--- config.mk ---
export PLATFORM = sky130hd
export DESIGN_NAME = positional_list_engine_unit_flat
export DESIGN_NICKNAME = d
export VERILOG_FILES = /design/src/sv/ple_pkg.sv /design/src/sv/ple_in_if.sv /design/src/sv/ple_out_if.sv /design/src/sv/positional_list_engine_unit.sv /design/src/sv/ple_cell.sv /design/src/flat_wrapper.sv
export SDC_FILE = /design/constraint.sdc
export NUM_CORES = 2
export LEC_CHECK = 0
export ABC_AREA = 1
export BUFFER_PORTS_ARGS = -buffer_cell sky130_fd_sc_hd__buf_2
export CORE_ASPECT_RATIO = 0.7
export CORE_UTILIZATION = 55
export CTS_CLUSTER_DIAMETER = 30
export DETAILED_ROUTE_END_ITERATION = 8
export PLACE_DENSITY = 0.67
export RECOVER_POWER = 50
export SYNTH_ARGS = -nofsm -noshare
export SYNTH_HDL_FRONTEND = slang
export SYNTH_SLANG_ARGS = --single-unit
--- constraint.sdc ---
create_clock -name clk -period 10.66 [get_ports clk]
set_clock_uncertainty 0.15 [all_clocks]
set_input_delay 1.599 -clock clk [delete_from_list [all_inputs] [get_ports clk]]
set_output_delay 1.599 -clock clk [all_outputs]
set_load 0.03 [all_outputs]
--- src/sv/ple_pkg.sv ---
// ----------------------------------------------------------------------------
// ple_pkg
// Shared types and codes for the positional list engine.
// ----------------------------------------------------------------------------
package ple_pkg;

	localparam int FIELD_W = 5;

	typedef logic [1:0] opcode_t;

	localparam opcode_t OP_INSERT = 2'd0;
	localparam opcode_t OP_REMOVE = 2'd1;
	localparam opcode_t OP_SEARCH = 2'd2;

	localparam logic [FIELD_W-1:0] POS_NONE = '1;  // -1

	// Broadcast control from the sequencer to every cell
	typedef struct packed {
		logic ins;   // open a gap at the position and load the new word
		logic rem;   // close the gap at the position
		logic cmp;   // capture match flags against the search word
		logic step;  // shift match flags one cell towards cell 0
	} cell_ctrl_t;

endpackage

--- src/sv/ple_in_if.sv ---
// ----------------------------------------------------------------------------
// ple_in_if
// Request channel: opcode, position and value with valid/ready handshake.
// ----------------------------------------------------------------------------
interface ple_in_if;
	logic        valid;
	logic        ready;
	logic [1:0]  opcode;
	logic [4:0]  position;
	logic signed [31:0] value;

	modport source (output valid, opcode, position, value, input ready);
	modport sink (input valid, opcode, position, value, output ready);
endinterface

--- src/sv/ple_out_if.sv ---
// ----------------------------------------------------------------------------
// ple_out_if
// Response channel: status, match position and list length.
// ----------------------------------------------------------------------------
interface ple_out_if;
	logic        valid;
	logic        ready;
	logic        ok;
	logic signed [4:0] found_position;
	logic [4:0]  length_now;

	modport source (output valid, ok, found_position, length_now, input ready);
	modport sink (input valid, ok, found_position, length_now, output ready);
endinterface

--- src/sv/positional_list_engine_unit.sv ---
// ----------------------------------------------------------------------------
// positional_list_engine_unit
// Ordered list of signed words held in a chain of cells.
// ----------------------------------------------------------------------------
// Insert, remove and unused opcodes finish in the cycle they are accepted:
// every cell shifts against its neighbour at once. A search captures match
// flags in all cells on acceptance, then walks them down the chain towards
// cell 0 one cell per cycle until the flag of the match position, or the
// list length if nothing matches, is reached; only then is its result written.
// One result slot plus the output register let a new word be taken while the
// previous result is still waiting at the output. The input is held off during
// a search walk and while the result slot is occupied, so a new word is taken
// only after the slot has passed its result on to the output register. No
// clearing pass after reset.
// ----------------------------------------------------------------------------
module positional_list_engine_unit #(
	parameter int CAPACITY   = 16,
	parameter int VALUE_BITS = 32
) (
	input  logic          clk,
	input  logic          arst_n,
	ple_in_if.sink        req,
	ple_out_if.source     rsp
);

	localparam int CW = $clog2(CAPACITY + 1);
	localparam int FW = ple_pkg::FIELD_W;
	localparam int PW = (CW > FW) ? CW : FW;

	localparam logic ST_IDLE = 1'b0;
	localparam logic ST_SCAN = 1'b1;

	logic                  state_q;
	logic [CW-1:0]         count_q;
	logic [CW-1:0]         idx_q;

	logic                  res_valid_q;
	logic                  res_ok_q;
	logic [FW-1:0]         res_found_q;
	logic [FW-1:0]         res_len_q;

	logic                  out_valid_q;
	logic                  out_ok_q;
	logic [FW-1:0]         out_found_q;
	logic [FW-1:0]         out_len_q;

	logic                  acc;
	logic [PW-1:0]         pos_ext;
	logic [PW-1:0]         cnt_ext;
	logic                  ins_ok;
	logic                  rem_ok;
	logic                  scan_miss;
	logic                  scan_hit;
	logic                  out_load;
	logic [VALUE_BITS-1:0] word;
	logic [CW-1:0]         count_nxt;

	ple_pkg::cell_ctrl_t   ctrl;

	logic [VALUE_BITS-1:0] ent [CAPACITY];
	logic                  hit [CAPACITY];

	assign req.ready = (state_q == ST_IDLE) && !res_valid_q;
	assign acc       = req.valid && req.ready;

	assign pos_ext = PW'(req.position);
	assign cnt_ext = PW'(count_q);
	assign word    = VALUE_BITS'(req.value);

	assign ins_ok = (pos_ext <= cnt_ext) && (count_q < CW'(CAPACITY));
	assign rem_ok = pos_ext < cnt_ext;

	assign scan_miss = (state_q == ST_SCAN) && (idx_q == count_q);
	assign scan_hit  = (state_q == ST_SCAN) && !scan_miss && hit[0];

	always_comb begin
		ctrl      = '0;
		ctrl.ins  = acc && (req.opcode == ple_pkg::OP_INSERT) && ins_ok;
		ctrl.rem  = acc && (req.opcode == ple_pkg::OP_REMOVE) && rem_ok;
		ctrl.cmp  = acc && (req.opcode == ple_pkg::OP_SEARCH);
		ctrl.step = (state_q == ST_SCAN) && !scan_miss && !hit[0];
	end

	always_comb begin
		count_nxt = count_q;
		if (ctrl.ins) begin
			count_nxt = count_q + CW'(1);
		end else if (ctrl.rem) begin
			count_nxt = count_q - CW'(1);
		end
	end

	for (genvar i = 0; i < CAPACITY; i++) begin : g_cell
		logic [VALUE_BITS-1:0] left_e;
		logic [VALUE_BITS-1:0] right_e;
		logic                  right_h;

		if (i == 0) begin : g_first
			assign left_e = '0;
		end else begin : g_mid_l
			assign left_e = ent[i-1];
		end

		// the last cell keeps its own word on remove and feeds in no match
		if (i == CAPACITY - 1) begin : g_last
			assign right_e = ent[i];
			assign right_h = 1'b0;
		end else begin : g_mid_r
			assign right_e = ent[i+1];
			assign right_h = hit[i+1];
		end

		ple_cell #(
			.IDX        (i),
			.VALUE_BITS (VALUE_BITS),
			.CW         (CW),
			.PW         (PW)
		) u_cell (
			.clk         (clk),
			.ctrl        (ctrl),
			.pos         (pos_ext),
			.count       (count_q),
			.word        (word),
			.left_entry  (left_e),
			.right_entry (right_e),
			.right_hit   (right_h),
			.entry       (ent[i]),
			.hit         (hit[i])
		);
	end

	always_ff @(posedge clk or negedge arst_n) begin
		if (!arst_n) begin
			state_q <= ST_IDLE;
			count_q <= '0;
			idx_q   <= '0;
		end else begin
			count_q <= count_nxt;
			if (ctrl.cmp) begin
				state_q <= ST_SCAN;
				idx_q   <= '0;
			end else if (scan_miss || scan_hit) begin
				state_q <= ST_IDLE;
			end else if (ctrl.step) begin
				idx_q <= idx_q + CW'(1);
			end
		end
	end

	// result slot
	always_ff @(posedge clk or negedge arst_n) begin
		if (!arst_n) begin
			res_valid_q <= 1'b0;
		end else if (acc && !ctrl.cmp) begin
			res_valid_q <= 1'b1;
		end else if (scan_miss || scan_hit) begin
			res_valid_q <= 1'b1;
		end else if (out_load) begin
			res_valid_q <= 1'b0;
		end
	end

	always_ff @(posedge clk) begin
		if (acc && !ctrl.cmp) begin
			res_ok_q    <= ctrl.ins || ctrl.rem;
			res_found_q <= ple_pkg::POS_NONE;
			res_len_q   <= FW'(count_nxt);
		end else if (scan_hit) begin
			res_ok_q    <= 1'b1;
			res_found_q <= FW'(idx_q);
			res_len_q   <= FW'(count_q);
		end else if (scan_miss) begin
			res_ok_q    <= 1'b0;
			res_found_q <= ple_pkg::POS_NONE;
			res_len_q   <= FW'(count_q);
		end
	end

	// output register
	assign out_load = res_valid_q && (!out_valid_q || rsp.ready);

	always_ff @(posedge clk or negedge arst_n) begin
		if (!arst_n) begin
			out_valid_q <= 1'b0;
		end else if (out_load) begin
			out_valid_q <= 1'b1;
		end else if (rsp.ready) begin
			out_valid_q <= 1'b0;
		end
	end

	always_ff @(posedge clk) begin
		if (out_load) begin
			out_ok_q    <= res_ok_q;
			out_found_q <= res_found_q;
			out_len_q   <= res_len_q;
		end
	end

	assign rsp.valid          = out_valid_q;
	assign rsp.ok             = out_ok_q;
	assign rsp.found_position = out_found_q;
	assign rsp.length_now     = out_len_q;

`ifndef ASSERT_OFF
	a_count_bound: assert property (@(posedge clk) disable iff (!arst_n)
		count_q <= CW'(CAPACITY))
		else $error("list length beyond capacity");

	a_scan_idx: assert property (@(posedge clk) disable iff (!arst_n)
		(state_q == ST_SCAN) |-> (idx_q <= count_q))
		else $error("scan index ran past list length");

	a_ins_grow: assert property (@(posedge clk) disable iff (!arst_n)
		ctrl.ins |=> (count_q == $past(count_q) + CW'(1)))
		else $error("insert did not grow the list");

	a_slot_free: assert property (@(posedge clk) disable iff (!arst_n)
		(scan_miss || scan_hit) |-> !res_valid_q)
		else $error("search result overwrote a waiting result");
`endif

endmodule

--- src/sv/ple_cell.sv ---
// ----------------------------------------------------------------------------
// ple_cell
// One list slot: holds an entry and a match flag, trades with its neighbours.
// ----------------------------------------------------------------------------
module ple_cell #(
	parameter int IDX        = 0,
	parameter int VALUE_BITS = 32,
	parameter int CW         = 5,
	parameter int PW         = 5
) (
	input  logic                   clk,
	input  ple_pkg::cell_ctrl_t    ctrl,
	input  logic [PW-1:0]          pos,
	input  logic [CW-1:0]          count,
	input  logic [VALUE_BITS-1:0]  word,
	input  logic [VALUE_BITS-1:0]  left_entry,
	input  logic [VALUE_BITS-1:0]  right_entry,
	input  logic                   right_hit,
	output logic [VALUE_BITS-1:0]  entry,
	output logic                   hit
);

	logic [VALUE_BITS-1:0] entry_q;
	logic                  hit_q;

	always_ff @(posedge clk) begin
		if (ctrl.ins) begin
			if (PW'(IDX) > pos) begin
				entry_q <= left_entry;
			end else if (PW'(IDX) == pos) begin
				entry_q <= word;
			end
		end else if (ctrl.rem) begin
			if (PW'(IDX) >= pos) begin
				entry_q <= right_entry;
			end
		end
	end

	// only slots below the length may match
	always_ff @(posedge clk) begin
		if (ctrl.cmp) begin
			hit_q <= (entry_q == word) && (CW'(IDX) < count);
		end else if (ctrl.step) begin
			hit_q <= right_hit;
		end
	end

	assign entry = entry_q;
	assign hit   = hit_q;

endmodule

--- src/flat_wrapper.sv ---
// flat-port wrapper written by rule: the top's interface ports become plain ports
module positional_list_engine_unit_flat 
#(
	parameter int CAPACITY   = 16,
	parameter int VALUE_BITS = 32
)
  (clk, arst_n, req_valid, req_opcode, req_position, req_value, req_ready, rsp_valid, rsp_ok, rsp_found_position, rsp_length_now, rsp_ready);
  ple_in_if req_i ();
  ple_out_if rsp_i ();
  input  logic clk;
  input  logic arst_n;
  input wire logic [$bits(req_i.valid)-1:0] req_valid;
  input wire logic [$bits(req_i.opcode)-1:0] req_opcode;
  input wire logic [$bits(req_i.position)-1:0] req_position;
  input wire logic [$bits(req_i.value)-1:0] req_value;
  output wire logic [$bits(req_i.ready)-1:0] req_ready;
  output wire logic [$bits(rsp_i.valid)-1:0] rsp_valid;
  output wire logic [$bits(rsp_i.ok)-1:0] rsp_ok;
  output wire logic [$bits(rsp_i.found_position)-1:0] rsp_found_position;
  output wire logic [$bits(rsp_i.length_now)-1:0] rsp_length_now;
  input wire logic [$bits(rsp_i.ready)-1:0] rsp_ready;
  assign req_i.valid = req_valid;
  assign req_i.opcode = req_opcode;
  assign req_i.position = req_position;
  assign req_i.value = req_value;
  assign req_ready = req_i.ready;
  assign rsp_valid = rsp_i.valid;
  assign rsp_ok = rsp_i.ok;
  assign rsp_found_position = rsp_i.found_position;
  assign rsp_length_now = rsp_i.length_now;
  assign rsp_i.ready = rsp_ready;
  positional_list_engine_unit #(.CAPACITY(CAPACITY), .VALUE_BITS(VALUE_BITS)) u_core (.clk(clk), .arst_n(arst_n), .req(req_i), .rsp(rsp_i));
endmodule
# After elaboration in Yosys (flattened, before gate mapping)

Cells that the tools add are included.

Bits in registers: 563
Bits of input ports: 43
Output and inout bits: 13

Magnitude comparators: 50
Bitwise logic cells: 1
Reduce and logical (&&, ||, !) cells: 80
Mux-type cells: 129
Add/subtract/negate cells: 3
Equal/unequal tests: 50

Operators by type and width:

| kind                | count |
|---|---|
| $mux 32             | 77 |
| $eq 32x32->1        | 16 |
| $mux 5              | 10 |
| $ne 3x3->1 const B  | 15 |
| $reduce_and 3->1    | 15 |
| $mux 1              | 42 |
| $reduce_bool 2->1   | 21 |
| $eq 4x5->1 const A  | 8 |
| $gt 4x5->1 const A  | 8 |
| $lt 4x5->1 const A  | 8 |
| $ge 4x5->1 const A  | 7 |
| $logic_and 1x1->1   | 30 |
| $eq 3x5->1 const A  | 4 |
| $ge 3x5->1 const A  | 4 |
| $gt 3x5->1 const A  | 4 |
| $lt 3x5->1 const A  | 4 |
| $add 5x1->5 const B | 2 |
| $eq 2x5->1 const A  | 2 |
| $ge 1x5->1 const A  | 2 |
| $ge 2x5->1 const A  | 2 |
| $gt 1x5->1 const A  | 2 |
| $gt 2x5->1 const A  | 2 |
| $lt 1x5->1 const A  | 2 |
| $lt 2x5->1 const A  | 2 |
| other kinds (16)    | 24 |

# Longest topological paths before layout

Depth in word-level cells: 8
Mapped depth: 15
Depth with buffers taken out: 11

# By module

From an unflattened synthesis, not the netlist that was laid out.

Cell total of the unflattened synthesis: 5,236
Area total of the unflattened synthesis: 38,379.3 um^2

By module, submodules not included:

| module                                 | seq. area each (um^2) | times used | area each (um^2) | cells an instance |
|---|---|---|---|---|
| ple_cell (u_core.g_cell[1].u_cell ...) | 991.0                 | 2          | 2,280.9          | 321 |
| ple_cell (u_core.g_cell[9].u_cell)     | 991.0                 | 1          | 2,489.9          | 319 |
| ple_cell (u_core.g_cell[14].u_cell)    | 991.0                 | 1          | 2,339.7          | 340 |
| ple_cell (u_core.g_cell[13].u_cell)    | 991.0                 | 1          | 2,324.7          | 319 |
| ple_cell (u_core.g_cell[3].u_cell)     | 991.0                 | 1          | 2,318.5          | 327 |
| ple_cell (u_core.g_cell[4].u_cell)     | 991.0                 | 1          | 2,294.7          | 319 |
| ple_cell (u_core.g_cell[11].u_cell)    | 991.0                 | 1          | 2,292.2          | 318 |
| ple_cell (u_core.g_cell[5].u_cell)     | 991.0                 | 1          | 2,280.9          | 325 |
| ple_cell (u_core.g_cell[6].u_cell)     | 991.0                 | 1          | 2,273.4          | 315 |
| ple_cell (u_core.g_cell[12].u_cell)    | 991.0                 | 1          | 2,270.9          | 315 |
| ple_cell (u_core.g_cell[15].u_cell)    | 991.0                 | 1          | 2,267.2          | 310 |
| ple_cell (u_core.g_cell[10].u_cell)    | 991.0                 | 1          | 2,263.4          | 321 |
| ple_cell (u_core.g_cell[2].u_cell)     | 991.0                 | 1          | 2,257.2          | 315 |
| ple_cell (u_core.g_cell[7].u_cell)     | 991.0                 | 1          | 2,223.4          | 305 |
| +2 rows                                | -                     | -          | -                | - |

# Worst setup path after synthesis

Ideal clock, no wire load.

Kind: input-to-reg
Start: input req_position[4]
End: register u_core.g_cell[11].u_cell.entry_q[0] (enable)
Required time: 10.089 ns
Path slack: 5.840 ns
Stages on the path: 10
Arrival time: 4.249 ns
Path through: ha_1 a21o_1 nor2_1 nand2_1 nand2_1 nand2_1 buf_2 nand2_1 clkinv_1 nor2_1

Longest elaborated chain between the ends: 5
Elaborated cells on any way between the ends: 12

RTL lines:

| item                                                                    | line                              | source |
|---|---|---|
| start: declaration                                                      | flat_wrapper.sv:14                | `input wire logic [$bits(req_i.position)-1:0] req_position;` |
| $le 5x5->1                                                              | positional_list_engine_unit.sv:70 | `assign ins_ok = (pos_ext <= cnt_ext) && (count_q < CW'(CAPACITY));` |
| $logic_and 1x1->1                                                       | positional_list_engine_unit.sv:70 |  |
| $logic_and 1x1->1                                                       | positional_list_engine_unit.sv:78 | `ctrl.ins = acc && (req.opcode == ple_pkg::OP_INSERT) && ins_ok;` |
| $ne 3x3->1 (no source line) / $reduce_bool 2->1 (equally long branches) | -                                 |  |
| $reduce_and 3->1 (no source line) *                                     | -                                 |  |
| end signal: assignment                                                  | ple_cell.sv:29                    | `entry_q <= left_entry;` |
| end signal: assignment                                                  | ple_cell.sv:31                    | `entry_q <= word;` |
| end signal: assignment                                                  | ple_cell.sv:35                    | `entry_q <= right_entry;` |
| end: declaration                                                        | ple_cell.sv:23                    | `logic [VALUE_BITS-1:0] entry_q;` |

Every way passes the cells marked *; elsewhere a longest branch is shown, timed or not.
A chain may end at the register's enable or synchronous reset.

# Worst setup path after layout

Start: input req_position[1]
End: register u_core.g_cell[3].u_cell.entry_q[8] (enable)

Longest elaborated chain between the ends: 5
Elaborated cells on any way between the ends: 12

RTL lines:

| item                                                                    | line |
|---|---|
| $le 5x5->1                                                              | positional_list_engine_unit.sv:70 |
| $logic_and 1x1->1                                                       | positional_list_engine_unit.sv:70 |
| $logic_and 1x1->1                                                       | positional_list_engine_unit.sv:78 |
| $ne 3x3->1 (no source line) / $reduce_bool 2->1 (equally long branches) | - |
| $reduce_and 3->1 (no source line) *                                     | - |
| end signal: assignment                                                  | ple_cell.sv:29 |
| end signal: assignment                                                  | ple_cell.sv:31 |
| end signal: assignment                                                  | ple_cell.sv:35 |
| end: declaration                                                        | ple_cell.sv:23 |

Marked as above.

==> metrics <==
Post-synth EDFFs 545; total power 7.86 mW; relative slew slack -122%; first-pass detailed-route iteration total 8; Clk pwr share 50.4%; CTS sink cnt 563; Net Sw Frac 28.8%; post-CTS setup buffers 0; DIE WIDTH 308 um; sequential area share after synthesis 46.7%; Die H 216 um; Core Region 64700 um^2; Max stage delay on crit path 2.43 ns; WS Path Type primary input to register; number of routed nets with antenna violations 0; post-synth cell types 36; Hold-fix buffers, CTS 0; Worst Hold Path Cells 0; die area 66500 um^2; net switching power 2.26 mW; first-pass GRT wire length 191000 um; Seq cells post-synth 563; leak pwr 16.3 nW; H-tree lvl count 3; pin count of the biggest net entering global routing 207; Achievable Freq 128 MHz; status finished with violations; RD Place Congestion 1.01; Worst-path clk slew 0.05 ns; Critical Path AT 7.85 ns; Mapped Nets 4812; violated checks capacitance limit, slew limit; Final nets 4702; layout cells sized above 1 6.15%; Worst Hold Class register to register; Max stage delay cell, worst path nor2_1; synth warn 0; Mean Syn Cell Area 7.56 um^2; period utilization 73.0%; CP Max Fanout 156; RSZ-0062 raised after global routing false; Synth area leader edfxtp_1; drt drc 0; Seq pwr share 34.6%; Final Setup Violations 0; TritonCTS clock tree built; worst IR drop on VDD 0.000136 V; cts bufs inserted 118; vias post-DR 33500; Final Critical Period 7.79 ns; final hold violations 0; Main synth FF type edfxtp_1; crit path launch type primary input; vias in the first global route 30200; drt wl/cell 23.0 um; vias per cell 5.96; power share of the combinational group 15.1%; Max Cap Viol 14; Gate Count Post-Synth 4760; FF-to-FF path depth 11; Crit path required time 10.72 ns; number of I/O port buffers 55; GRT Resource Usage Total 38.7%; Iter 0 DRT Violations 5183; Initial Utilization 55.6%; cts repair resizes 0; antenna violations before repair 7; Synth area leaders edfxtp_1 (45%), nand2_1 (20%), o21ai_0 (10%), xnor2_1 (6.4%), inv_1 (3.6%); synthesis-to-finish area growth 12.4%; crit-path cells clkbuf_1 > ha_1 > nand4_1 > nand2_1 > nand2_1 > nand2_1 > buf_12 > nand2_1 > nand2_1 > nor2_1; clock root cell clkbuf_16; post-DP HPWL 89800 um; Netlist Area Pre-Place 36000 um^2; Max clock buf depth 3; Worst-Skew Late Latency 0.68 ns; Worst-Margin Slew 3.31 ns; Worst path most repeated cell nand2_1; async set-reset flop share out of synthesis 2.31%; WL final 130000 um; pwr/cell area 195 nW/um^2; max-slew violations 458; count leader, synth nand2_1; GRT overflow 0; CP Capture Type register; setup TNS 0 ns; num ports 56; most instantiated cells after synthesis nand2_1 (1940), o21ai_0 (747), edfxtp_1 (545); Placement Rows 78; Synth top area share 45.5%; Int Power 5.60 mW
## power groups by stage
stage | Clock, mW | Sequential [mW] | Combinational, mW
after floorplan | 0 | 2.73 | 0.789
after global placement | 0 | 2.75 | 1.13
after detailed placement | 0 | 2.75 | 1.15
after CTS | 3.95 | 2.71 | 1.16
after global routing | 4.06 | 2.73 | 1.29
final | 3.96 | 2.72 | 1.18
## cell type report
type | count | area (um^2)
repair buffers | 101 | 612
clock inverters | 80 | 1080
well taps | 880 | 1100
fillers | 5710 | 24300
diodes | 2 | 5.00
multi-input cells | 3509 | 16400
inverters | 357 | 1350
flip-flops and latches | 563 | 16800
clock buffers | 138 | 3120
## critical path, delay by kind of cell
kind / cells / cell delay, ns
fa+ha+maj: 1 / 0.34
simple gates: 7 / 4.59
buf+inv: 2 / 1.20
## layer usage
metal | GRT usage [%] | up-vias | part of all wire [%]
li1 | - | 15300 | -
met1 | 57.4 | 15800 | 41
met3 | 18.0 | 206 | 18
met4 | 8.76 | 6 | 2.0
met5 | 0 | - | 0.026
met2 | 50.3 | 2246 | 38
## sequential cells by signal, indices dropped and copies added (netlist names), 5 cells and up
| signal | cells |
|---|---|
| u_core.g_cell.u_cell.entry | 512 |
| u_core.cnt_ext | 5 |
| u_core.res_len_q | 5 |
| u_core.idx_q | 5 |
| u_core.g_cell.u_cell.hit | 16 |
| u_core.rsp.length_now | 5 |
| u_core.rsp.found_position | 5 |
| u_core.res_found_q | 5 |
## logic make-up (layout without fill, tap and decap cells)
kind of cell | Yosys count | count (layout) | share of synthesized area (%)
flops | 563 | 563 | 46.7
simple gates | 2349 | 2349 | 25.5
other cells | 0 | 2 | 0
xor+xnor | 304 | 304 | 7.40
compound gates | 847 | 847 | 12.0
fa+ha+maj | 9 | 9 | 0.313
buf+inv | 688 | 676 | 8.11
## stage by stage
step / utilization, % / instances / hold WS [ns] / instance area (um^2) / setup WS [ns]
after CTS: 62.6 / 5628 / 0.269 / 40500 / 5.26
after detailed placement: 56.1 / 5410 / 0.257 / 36300 / 4.53
final: 62.5 / 5630 / 0.269 / 40400 / 2.87
after floorplan: - / 4760 / 0.250 / 36000 / 5.84
after global routing: 62.5 / 5628 / 0.276 / 40400 / 2.46
after global placement: 56.1 / 5410 / 0.255 / 36300 / 4.61
## cells in the final DEF, fill, tap and decap left out, types with 10 or more instances in the layout
master,synthesis,routed
buf_2,79,39
nand4_1,94,94
clkbuf_1,185,38
o21ai_1,43,37
clkinv_1,11,27
nand2_1,1940,1932
nand3_1,60,61
edfxtp_1,545,545
buf_4,33,36
clkbuf_16,0,122
bufinv_16,0,25
o22ai_1,30,30
xor2_1,42,42
o21ai_0,747,753
nor2_1,234,225
dfrtp_1,13,13
a21oi_1,17,17
xnor2_1,262,262
clkinv_2,0,19
inv_1,345,345
nor3_1,10,10
## worst paths after layout
path / startpoint / end / slack [ns]
max in group asynchronous: arst_n / u_core.cnt_ext[3] / 9.09
worst max-delay path: req_position[1] / u_core.g_cell[3].u_cell.entry[8] / 2.87
worst min-delay path: u_core.res_len_q[4] / u_core.rsp.length_now[4] / 0.27
worst min register to register: u_core.res_len_q[4] / u_core.rsp.length_now[4] / 0.27
worst max register to register: u_core.cnt_ext[4] / u_core.g_cell[3].u_cell.entry[8] / 2.98
min in group asynchronous: arst_n / u_core.cnt_ext[0] / 0.81
(Power assumes the default switching activity.)
